### src/rtl/core/top_k_frequent_values_top_macros.svh
// Assertion macros for the top-k frequent values block.
// Used by top_k_frequent_values_top.sv under rtl/core; no other dependencies.
`ifndef TOP_K_FREQUENT_VALUES_TOP_MACROS_SVH
`define TOP_K_FREQUENT_VALUES_TOP_MACROS_SVH

`ifndef SYNTHESIS
// Concurrent assertion on an explicit clock and active-low reset.
`define TKFV_ASSERT_ON(lbl, clk, rstn, prop, msg) \
  lbl: assert property (@(posedge clk) disable iff (!rstn) prop) else $error(msg);
// Concurrent assertion on the block clock and reset.
`define TKFV_ASSERT(lbl, prop, msg) \
  `TKFV_ASSERT_ON(lbl, clk_i, rst_ni, prop, msg)
`else
`define TKFV_ASSERT_ON(lbl, clk, rstn, prop, msg)
`define TKFV_ASSERT(lbl, prop, msg)
`endif

`endif

### src/rtl/core/tkfv_pkg.sv
// Shared constants and types of the top-k frequent values block.
// No dependencies; used by every module in rtl/core.
`default_nettype none

package tkfv_pkg;

  // Fixed field widths.
  localparam int ValueWidth    = 32;
  localparam int TopCountWidth = 7;

  // Defaults for the top-level parameters.
  localparam int TableDepthDefault = 64;
  localparam int CountWidthDefault = 16;

  // Upper bound on results per stream and reset value of top_count.
  localparam int                       MaxResults    = 64;
  localparam logic [TopCountWidth-1:0] TopCountReset = TopCountWidth'(1);

  // Controller states.
  typedef enum logic [2:0] {
    ST_IDLE,
    ST_SEARCH,
    ST_RANK,
    ST_SCAN,
    ST_PUT
  } state_e;

endpackage

`default_nettype wire

### src/rtl/core/tkfv_table.sv
// Value/count table storage: one write port, one read port, registered read data.
// Depends on tkfv_pkg for default widths.
`default_nettype none

module tkfv_table #(
  parameter int DEPTH  = tkfv_pkg::TableDepthDefault,
  parameter int DATA_W = tkfv_pkg::ValueWidth + tkfv_pkg::CountWidthDefault
) (
  input  wire logic                     clk_i,
  input  wire logic                     we_i,
  input  wire logic [$clog2(DEPTH)-1:0] waddr_i,
  input  wire logic [DATA_W-1:0]        wdata_i,
  input  wire logic [$clog2(DEPTH)-1:0] raddr_i,
  output logic      [DATA_W-1:0]        rdata_o
);

  logic [DATA_W-1:0] mem_q [DEPTH];

  // Write port.
  always_ff @(posedge clk_i) begin
    if (we_i) begin
      mem_q[waddr_i] <= wdata_i;
    end
  end

  // Read port with registered read data.
  always_ff @(posedge clk_i) begin
    rdata_o <= mem_q[raddr_i];
  end

endmodule

`default_nettype wire

### src/rtl/core/top_k_frequent_values_top.sv
// Top level of the top-k frequent values block; uses tkfv_pkg and tkfv_table.
// Per item: one read per stored distinct value on the single table read port, after the
// accept cycle; a hit ends the search at the matching entry.
// End of stream: k is clamped, then k table scans, one per result; result stalls hold them.
// Reset clears control state, the distinct count and the overflow flag and sets top_count
// to 1; table contents are left as they are and need no clearing pass.
`default_nettype none
`include "top_k_frequent_values_top_macros.svh"

module top_k_frequent_values_top #(
  parameter int TABLE_DEPTH = tkfv_pkg::TableDepthDefault,
  parameter int COUNT_WIDTH = tkfv_pkg::CountWidthDefault
) (
  input  wire logic                                  clk_i,
  input  wire logic                                  rst_ni,
  // Configuration: top_count.
  input  wire logic                                  cfg_we_i,
  input  wire logic [tkfv_pkg::TopCountWidth-1:0]    cfg_wdata_i,
  // Input items.
  input  wire logic                                  s_axis_tvalid,
  output logic                                       s_axis_tready,
  input  wire logic signed [tkfv_pkg::ValueWidth-1:0] s_axis_tdata, // [31:0] sample_value
  input  wire logic                                  s_axis_tlast, // stream_end
  // Result items.
  output logic                                       m_axis_tvalid,
  input  wire logic                                  m_axis_tready,
  output logic signed [tkfv_pkg::ValueWidth-1:0]     m_axis_tdata, // [31:0] ranked_value
  output logic                                       m_axis_tlast, // final_result
  output logic                                       m_axis_tuser  // [0] table_overflow
);

  localparam int VW     = tkfv_pkg::ValueWidth;
  localparam int IDX_W  = $clog2(TABLE_DEPTH);
  localparam int CNT_W  = $clog2(TABLE_DEPTH + 1);
  localparam int KW     = (CNT_W > tkfv_pkg::TopCountWidth) ? CNT_W : tkfv_pkg::TopCountWidth;
  localparam int WORD_W = COUNT_WIDTH + VW;

  // Control state.
  tkfv_pkg::state_e                  state_q, state_d;
  logic [CNT_W-1:0]                  addr_q, addr_d;
  logic                              rd_vld_q, rd_vld_d;
  logic [IDX_W-1:0]                  rd_idx_q, rd_idx_d;
  logic [CNT_W-1:0]                  total_q, total_d;
  logic                              ovf_q, ovf_d;
  logic [tkfv_pkg::TopCountWidth-1:0] top_count_q;
  logic [KW-1:0]                     k_q, k_d;
  logic [KW-1:0]                     out_cnt_q, out_cnt_d;
  logic                              have_prev_q, have_prev_d;
  logic                              best_vld_q, best_vld_d;
  logic                              m_valid_q, m_valid_d;

  // Payload registers.
  logic [VW-1:0]          sample_q, sample_d;
  logic                   last_q, last_d;
  logic [COUNT_WIDTH-1:0] best_cnt_q, best_cnt_d;
  logic [IDX_W-1:0]       best_idx_q, best_idx_d;
  logic [VW-1:0]          best_val_q, best_val_d;
  logic [COUNT_WIDTH-1:0] prev_cnt_q, prev_cnt_d;
  logic [IDX_W-1:0]       prev_idx_q, prev_idx_d;
  logic [VW-1:0]          out_val_q, out_val_d;
  logic                   out_last_q, out_last_d;
  logic                   out_ovf_q, out_ovf_d;

  // Table port.
  logic              mem_we;
  logic [IDX_W-1:0]  mem_waddr;
  logic [WORD_W-1:0] mem_wdata;
  logic [WORD_W-1:0] mem_rdata;

  // Decoded read data and compare results.
  logic [VW-1:0]          rd_value;
  logic [COUNT_WIDTH-1:0] rd_count;
  logic [COUNT_WIDTH-1:0] count_inc;
  logic                   rd_last;
  logic                   hit;
  logic                   eligible;
  logic                   better;
  logic                   m_free;
  logic                   issue;
  logic                   final_load;

  tkfv_table #(
    .DEPTH  (TABLE_DEPTH),
    .DATA_W (WORD_W)
  ) u_table (
    .clk_i   (clk_i),
    .we_i    (mem_we),
    .waddr_i (mem_waddr),
    .wdata_i (mem_wdata),
    .raddr_i (addr_q[IDX_W-1:0]),
    .rdata_o (mem_rdata)
  );

  assign rd_value  = mem_rdata[VW-1:0];
  assign rd_count  = mem_rdata[WORD_W-1:VW];
  assign count_inc = (rd_count == '1) ? rd_count : rd_count + COUNT_WIDTH'(1);
  assign rd_last   = rd_vld_q && ((CNT_W'(rd_idx_q) + CNT_W'(1)) == total_q);
  assign hit       = rd_vld_q && (rd_value == sample_q);
  // An entry ranks after the previous result: lower count, or same count and later index.
  assign eligible  = !have_prev_q || (rd_count < prev_cnt_q) ||
                     ((rd_count == prev_cnt_q) && (rd_idx_q > prev_idx_q));
  // Ascending scan keeps the earliest entry among equal counts.
  assign better    = !best_vld_q || (rd_count > best_cnt_q);
  assign m_free    = !m_valid_q || m_axis_tready;

  assign s_axis_tready = (state_q == tkfv_pkg::ST_IDLE);
  assign m_axis_tvalid = m_valid_q;
  assign m_axis_tdata  = out_val_q;
  assign m_axis_tlast  = out_last_q;
  assign m_axis_tuser  = out_ovf_q;

  // Next state, table access and result loading.
  always_comb begin
    logic [KW-1:0] k_clamp;
    k_clamp     = KW'(top_count_q);
    state_d     = state_q;
    addr_d      = addr_q;
    total_d     = total_q;
    ovf_d       = ovf_q;
    k_d         = k_q;
    out_cnt_d   = out_cnt_q;
    have_prev_d = have_prev_q;
    best_vld_d  = best_vld_q;
    m_valid_d   = m_valid_q;
    sample_d    = sample_q;
    last_d      = last_q;
    best_cnt_d  = best_cnt_q;
    best_idx_d  = best_idx_q;
    best_val_d  = best_val_q;
    prev_cnt_d  = prev_cnt_q;
    prev_idx_d  = prev_idx_q;
    out_val_d   = out_val_q;
    out_last_d  = out_last_q;
    out_ovf_d   = out_ovf_q;
    mem_we      = 1'b0;
    mem_waddr   = rd_idx_q;
    mem_wdata   = {count_inc, rd_value};
    issue       = 1'b0;
    final_load  = 1'b0;

    if (m_valid_q && m_axis_tready) begin
      m_valid_d = 1'b0;
    end

    unique case (state_q)
      tkfv_pkg::ST_IDLE: begin
        if (s_axis_tvalid) begin
          sample_d = s_axis_tdata;
          last_d   = s_axis_tlast;
          addr_d   = '0;
          state_d  = tkfv_pkg::ST_SEARCH;
        end
      end

      // Linear search, one table read per cycle.
      tkfv_pkg::ST_SEARCH: begin
        if (hit) begin
          mem_we    = 1'b1;
          mem_waddr = rd_idx_q;
          mem_wdata = {count_inc, rd_value};
          state_d   = last_q ? tkfv_pkg::ST_RANK : tkfv_pkg::ST_IDLE;
        end else if ((total_q == '0) || rd_last) begin
          if (total_q < CNT_W'(TABLE_DEPTH)) begin
            mem_we    = 1'b1;
            mem_waddr = total_q[IDX_W-1:0];
            mem_wdata = {COUNT_WIDTH'(1), sample_q};
            total_d   = total_q + CNT_W'(1);
          end else begin
            ovf_d = 1'b1;
          end
          state_d = last_q ? tkfv_pkg::ST_RANK : tkfv_pkg::ST_IDLE;
        end else begin
          issue = (addr_q < total_q);
        end
      end

      // Clamp k and prepare the first ranking scan, or end the stream at once if k is zero.
      tkfv_pkg::ST_RANK: begin
        if (k_clamp > KW'(tkfv_pkg::MaxResults)) begin
          k_clamp = KW'(tkfv_pkg::MaxResults);
        end
        if (k_clamp > KW'(total_q)) begin
          k_clamp = KW'(total_q);
        end
        k_d         = k_clamp;
        out_cnt_d   = '0;
        have_prev_d = 1'b0;
        best_vld_d  = 1'b0;
        addr_d      = '0;
        if (k_clamp == '0) begin
          total_d = '0;
          ovf_d   = 1'b0;
          state_d = tkfv_pkg::ST_IDLE;
        end else begin
          state_d = tkfv_pkg::ST_SCAN;
        end
      end

      // Find the best entry ranked after the previous result.
      tkfv_pkg::ST_SCAN: begin
        if (rd_vld_q && eligible && better) begin
          best_vld_d = 1'b1;
          best_cnt_d = rd_count;
          best_idx_d = rd_idx_q;
          best_val_d = rd_value;
        end
        if (rd_last) begin
          state_d = tkfv_pkg::ST_PUT;
        end else begin
          issue = (addr_q < total_q);
        end
      end

      // Hand the result to the output register.
      tkfv_pkg::ST_PUT: begin
        if (m_free) begin
          m_valid_d   = 1'b1;
          out_val_d   = best_val_q;
          out_last_d  = (out_cnt_q + KW'(1)) == k_q;
          out_ovf_d   = ovf_q;
          prev_cnt_d  = best_cnt_q;
          prev_idx_d  = best_idx_q;
          have_prev_d = 1'b1;
          out_cnt_d   = out_cnt_q + KW'(1);
          if ((out_cnt_q + KW'(1)) == k_q) begin
            final_load = 1'b1;
            total_d    = '0;
            ovf_d      = 1'b0;
            state_d    = tkfv_pkg::ST_IDLE;
          end else begin
            addr_d     = '0;
            best_vld_d = 1'b0;
            state_d    = tkfv_pkg::ST_SCAN;
          end
        end
      end

      default: begin
        state_d = tkfv_pkg::ST_IDLE;
      end
    endcase

    if (issue) begin
      addr_d = addr_q + CNT_W'(1);
    end
  end

  assign rd_vld_d = issue;
  assign rd_idx_d = issue ? addr_q[IDX_W-1:0] : rd_idx_q;

  // Control registers.
  always_ff @(posedge clk_i or negedge rst_ni) begin
    if (!rst_ni) begin
      state_q     <= tkfv_pkg::ST_IDLE;
      addr_q      <= '0;
      rd_vld_q    <= 1'b0;
      rd_idx_q    <= '0;
      total_q     <= '0;
      ovf_q       <= 1'b0;
      top_count_q <= tkfv_pkg::TopCountReset;
      k_q         <= '0;
      out_cnt_q   <= '0;
      have_prev_q <= 1'b0;
      best_vld_q  <= 1'b0;
      m_valid_q   <= 1'b0;
    end else begin
      state_q     <= state_d;
      addr_q      <= addr_d;
      rd_vld_q    <= rd_vld_d;
      rd_idx_q    <= rd_idx_d;
      total_q     <= total_d;
      ovf_q       <= ovf_d;
      if (cfg_we_i) begin
        top_count_q <= cfg_wdata_i;
      end
      k_q         <= k_d;
      out_cnt_q   <= out_cnt_d;
      have_prev_q <= have_prev_d;
      best_vld_q  <= best_vld_d;
      m_valid_q   <= m_valid_d;
    end
  end

  // Payload registers.
  always_ff @(posedge clk_i) begin
    sample_q   <= sample_d;
    last_q     <= last_d;
    best_cnt_q <= best_cnt_d;
    best_idx_q <= best_idx_d;
    best_val_q <= best_val_d;
    prev_cnt_q <= prev_cnt_d;
    prev_idx_q <= prev_idx_d;
    out_val_q  <= out_val_d;
    out_last_q <= out_last_d;
    out_ovf_q  <= out_ovf_d;
  end

  // Checks on table bookkeeping and result counting.
  `TKFV_ASSERT(a_total_bound, (total_q <= CNT_W'(TABLE_DEPTH)), "distinct count exceeds table depth")
  `TKFV_ASSERT(a_ovf_when_full, ($rose(ovf_q) |-> ($past(total_q) == CNT_W'(TABLE_DEPTH))), "overflow set with room left")
  `TKFV_ASSERT(a_out_cnt_bound, (out_cnt_q <= k_q), "more results emitted than requested")
  `TKFV_ASSERT(a_final_clears, (final_load |=> (total_q == '0) && !ovf_q), "table not cleared after last result")

endmodule

`default_nettype wire

### config.mk
export PLATFORM = sky130hd
export DESIGN_NAME = top_k_frequent_values_top
export DESIGN_NICKNAME = d
export VERILOG_FILES = /design/src/rtl/core/tkfv_pkg.sv /design/src/rtl/core/tkfv_table.sv /design/src/rtl/core/top_k_frequent_values_top.sv
export VERILOG_INCLUDE_DIRS = /design/src /design/src/rtl/core
export SDC_FILE = /design/constraint.sdc
export NUM_CORES = 2
export LEC_CHECK = 0
export ABC_CLOCK_PERIOD_IN_PS = 7950
export BUFFER_PORTS_ARGS = -buffer_cell sky130_fd_sc_hd__buf_2
export CELL_PAD_IN_SITES_DETAIL_PLACEMENT = 2
export CELL_PAD_IN_SITES_GLOBAL_PLACEMENT = 2
export CORE_ASPECT_RATIO = 0.7
export CORE_MARGIN = 1
export CORE_UTILIZATION = 51
export CTS_CLUSTER_SIZE = 14
export DETAILED_ROUTE_END_ITERATION = 12
export GPL_ROUTABILITY_DRIVEN = 0
export PLACE_DENSITY_LB_ADDON = 0.1
export SLEW_MARGIN = 5
export SYNTH_ARGS = -nofsm -noshare
export SYNTH_HDL_FRONTEND = slang
export SYNTH_HIERARCHICAL = 1
export SYNTH_SLANG_ARGS = --single-unit
### constraint.sdc
create_clock -name clk_i -period 7.95 [get_ports clk_i]
set_input_delay 0.795 -clock clk_i [delete_from_list [all_inputs] [get_ports clk_i]]
set_output_delay 0.795 -clock clk_i [all_outputs]
set_load 0.02 [all_outputs]
==> results.py, run 1 <==
metrics = {
    "outcome": {
        "status": "did not finish",
        "failed_stage": "detailed placement",
        "tool.error": "Error: detail_place.tcl, 38 bad optional access",
    },
    "synthesis": {
        "netlist_area_sq_mm": 0.1271,
        "ys.flop_type": "edfxtp_1",
        "syn_nets": 5886,
        "ys_warn_count": 6,
        "synth_common_cells": "edfxtp_1 (3215), mux4_2 (754), nor2_1 (174)",
        "async_flop_share_pct": 1.479,
        "ys_types": 82,
        "synth_fa_ha_area_share_pct": 0.5611,
        "synth_edf_count": 3215,
        "synthMuxAreaShare_pct": 14.47,
        "synth-compound-area-share_pct": 3.565,
        "synthTopCellsByArea": "edfxtp_1 (76%), mux4_2 (13%), dfrtp_1 (0.95%)",
        "synth_top_family_by_area": "multiplexers",
        "avgSynthCellArea_sq_um": 21.97,
        "synth_top_area_share_pct": 75.96,
        "synth-simple-area-share_pct": 1.854,
        "synth_seq_area_share_pct": 77.68,
        "yosys.cell_count.top_type": "edfxtp_1",
        "yosysTopAreaCell": "edfxtp_1",
        "synthCells": 5784,
        "ys_ff_latch": 3312,
        "synth-xor-area-share_pct": 0.3997,
    },
    "placed_design": {
        "port_buffers": 80,
    },
    "floorplan": {
        "io_pins": 81,
        "start_util_pct": 51.57,
        "die_width_microns": 598.7,
        "rows": 152,
        "die_y_microns": 419.7,
    },
}
[metrics by stage]
stage             worst slack, ps  cells  cell area, sq um  hold WS [ps]
global placement             1847   9059            132400         400.3
floorplan                    1372   5784            127100         400.3
[cells by family after synthesis]
| family | Yosys count |
|---|---|
| and+or+nand+nor | 486 |
| buffers and inverters | 361 |
| adders and majority gates | 57 |
| DFF | 3312 |
| AOI/OAI and AO/OA | 623 |
| xor gates and xnor gates | 58 |
| muxes | 887 |
==> run 2, diff against run 1 <==
- CELL_PAD_IN_SITES_DETAIL_PLACEMENT: 2 -> unset
- CELL_PAD_IN_SITES_GLOBAL_PLACEMENT: 2 -> unset
- CORE_ASPECT_RATIO: 0.7 -> unset
- CORE_UTILIZATION: 51 -> 36
- CTS_CLUSTER_SIZE: 14 -> unset
- PLACE_DENSITY_LB_ADDON: 0.1 -> 0.15
==> results.py, run 2 <==
metrics = {
    "outcome": {
        "status": "finished clean",
    },
    "final_layout": {
        "area_growth_pct": 14.74,
        "drive_above_1_share_pct": 27.28,
        "register_area_sq_mm": 0.09875,
        "num-fill-cells": 30380,
        "final_common_cell": "edfxtp_1",
        "regMostFlops": "u_table/mem_q",
        "largest_register_ffs": 3072,
        "final_cell_mix": "edfxtp_1 (3215), mux4_2 (754), clkbuf_16 (368), buf_4 (180), o22ai_1 (127)",
        "nets": 6230,
        "finish.utilization_pct": 41.64,
        "reg_top3": "u_table/mem_q (3072), u_table/rdata_o (48)",
        "multi_input_area_sq_mm": 0.02732,
    },
    "critical_path": {
        "critPathCaptureType": "register",
        "path_buf_inv": 1,
        "crit_path_max_fanout": 23,
        "startpoint": "rd_idx_q[1]",
        "crit_chain": "ha_1 > o21ba_2 > a221oi_1 > nor2_1 > or4_1 > nand2_1 > nand2_1 > a21oi_1 > nor2b_1 > nand2_1 > nor2_4 > buf_4",
        "timing.critical_path.mode_cell": "nand2_1",
        "r2r_slack_ps": 1970,
        "crit_path_start_kind": "register",
        "cp_top_family": "simple AND/OR/NAND/NOR gates",
        "cp.depth": 12,
        "timing.rr.start": "rd_idx_q[1]",
        "crit_slowest_cell": "nor2_4",
        "arrival_ps": 6550,
        "cp.required_ps": 8520,
        "reg2regPathDepth": 12,
        "crit_path_end": "u_table/mem_q[26][16]",
        "worstSetupPathType": "reg2reg",
        "r2r-end": "u_table/mem_q[26][16]",
        "slowest_delay_ps": 960,
    },
    "clock_tree": {
        "cts_buffer_depth": 4,
        "cts_tree": "done",
        "cts_resized": 0,
        "path_clk_slew_ps": 60,
        "post_cts_buffers": 0,
        "cts_inserted_buffers": 360,
        "cts-hold-fix-buffers": 3,
        "clk_latency_ps": 930,
        "cts_root_buf": "clkbuf_16",
        "cts_sinks": 3312,
        "h-tree-depth": 5,
    },
    "synthesis": {
        "synthTopCellsByArea": "edfxtp_1 (76%), mux4_2 (13%), dfrtp_1 (0.95%)",
        "synth_seq_area_share_pct": 77.68,
        "synth_edf_count": 3215,
        "async_flop_share_pct": 1.479,
        "syn_nets": 5886,
        "yosys.cell_count.top_type": "edfxtp_1",
        "ys_warn_count": 6,
        "synth_top_area_share_pct": 75.96,
        "ys.flop_type": "edfxtp_1",
        "ys_ff_latch": 3312,
        "ys_types": 82,
        "synthCells": 5784,
        "synth_common_cells": "edfxtp_1 (3215), mux4_2 (754), nor2_1 (174)",
        "avgSynthCellArea_sq_um": 21.97,
        "yosysTopAreaCell": "edfxtp_1",
        "netlist_area_sq_mm": 0.1271,
    },
    "global_routing": {
        "grt_usage_pct": 21.63,
        "grt_first_pass_wirelength_microns": 532700,
        "grt-ovfl-total": 0,
        "antenna_found_initial": 55,
        "grt_pass1_vias": 62670,
        "grt_max_degree": 100,
    },
    "timing": {
        "post-route-period-util_pct": 75.25,
        "maxSlewViolCount": 0,
        "fin_skew_ps": 33.31,
        "setup_viol_count_final": 0,
        "fmax_ghz": 0.1672,
        "rsz0062_at_grt": "no",
        "final-hold-violation-count": 0,
        "min_period_ps": 5982,
        "finalSetupTns_ps": 0,
        "max-slew-margin-rel_pct": 15.46,
        "max_slew.worst_pin.slew_ps": 1260,
    },
    "drt": {
        "first_iter_violations": 7774,
        "vias_per_cell": 5.696,
        "drt-wirelength-per-cell_microns": 35.19,
        "wl_microns": 388300,
        "final_antenna_net_count": 0,
        "dr.pass1.iters": 6,
        "vias": 62870,
        "drc": 0,
    },
    "floorplan": {
        "rows": 217,
        "die_y_microns": 596.2,
        "die_width_microns": 596.2,
        "io_pins": 81,
        "die_area_sq_mm": 0.3554,
        "start_util_pct": 36.29,
        "core_sq_mm": 0.3502,
    },
    "pwr": {
        "switching_share_pct": 34.65,
        "power.switching_w": 0.01976,
        "pwr-share-seq_pct": 40.0,
        "p_clk_share_pct": 28.8,
        "power.share.combinational_pct": 31.3,
        "p_leak_nw": 45.71,
        "p_int_w": 0.03726,
        "ir_drop_mv": 0.3604,
        "power_density_mw_per_mm2": 391.0,
        "totalPowerFinal_w": 0.05702,
    },
    "worst_hold_path": {
        "hold_class": "in2reg",
    },
    "job": {
        "drv_cap": 0,
    },
    "placed_design": {
        "port_buffers": 80,
        "post-dp-hpwl_microns": 234500,
    },
}
run 2: cell counts after synthesis:
Identical to the previous run, type by type.
run 2: worst min-delay path by stage:
stage,from,to,slack [ps],depth (start not counted)
2_1_floorplan,best_val_q[0],m_axis_tdata[0],400,0
3_3_place_gp,best_idx_q[3],prev_idx_q[3],400,0
3_5_place_dp,best_val_q[30],m_axis_tdata[30],400,0
4_1_cts,s_axis_tdata[27],sample_q[27],1,1
5_1_grt,s_axis_tdata[27],sample_q[27],20,1
6_report,s_axis_tdata[24],sample_q[24],70,1
run 2: per-layer routing:
metal / share of wire [%] / track usage (%) / vias to the layer above
met5: 0.0033 / 0 / -
met4: 2.6 / 5.277 / 2
met3: 6.5 / 2.849 / 467
met2: 48 / 35.01 / 2549
met1: 43 / 31.07 / 34530
li1: - / - / 25320
run 2: kinds of logic after synthesis:
kind of cell | count (synthesis) | synth area share, %
buf+inv | 361 | 1.476
xor+xnor | 58 | 0.3997
compound gates | 623 | 3.565
fa+ha+maj | 57 | 0.5611
flops | 3312 | 77.68
simple gates | 486 | 1.854
mux | 887 | 14.47
run 2: cell type report:
type                    instances  area share (%)
clock inverters               194           1.251
clock buffers                 463           6.593
diodes                         15         0.02574
repair buffers                291           1.606
inverters                      52          0.1347
flip-flops and latches       3312           67.71
multi-input cells            2111           18.73
well taps                    4599           3.946
run 2: power by group through the flow:
stage / Combinational (W) / Sequential (W) / Clock [W]
3_5_place_dp: 0.0181 / 0.0232 / 0
2_1_floorplan: 0.00984 / 0.0228 / 0
6_report: 0.0178 / 0.0228 / 0.0164
5_1_grt: 0.0186 / 0.0228 / 0.0173
3_3_place_gp: 0.0180 / 0.0231 / 0
4_1_cts: 0.0181 / 0.0228 / 0.0167
run 2: through the flow:
step | instance area [sq um] | setup slack [ps] | hold WS [ps] | cells
2_1_floorplan | 127100 | 1372 | 400.3 | 5784
3_3_place_gp | 134300 | 2081 | 403.6 | 10360
3_5_place_dp | 134300 | 2089 | 404.5 | 10360
4_1_cts | 145800 | 2035 | 1.195 | 11020
5_1_grt | 145800 | 1744 | 23.60 | 11020
6_report | 145800 | 1968 | 70.62 | 11040
No activity file was read; power rests on OpenSTA's default activity.
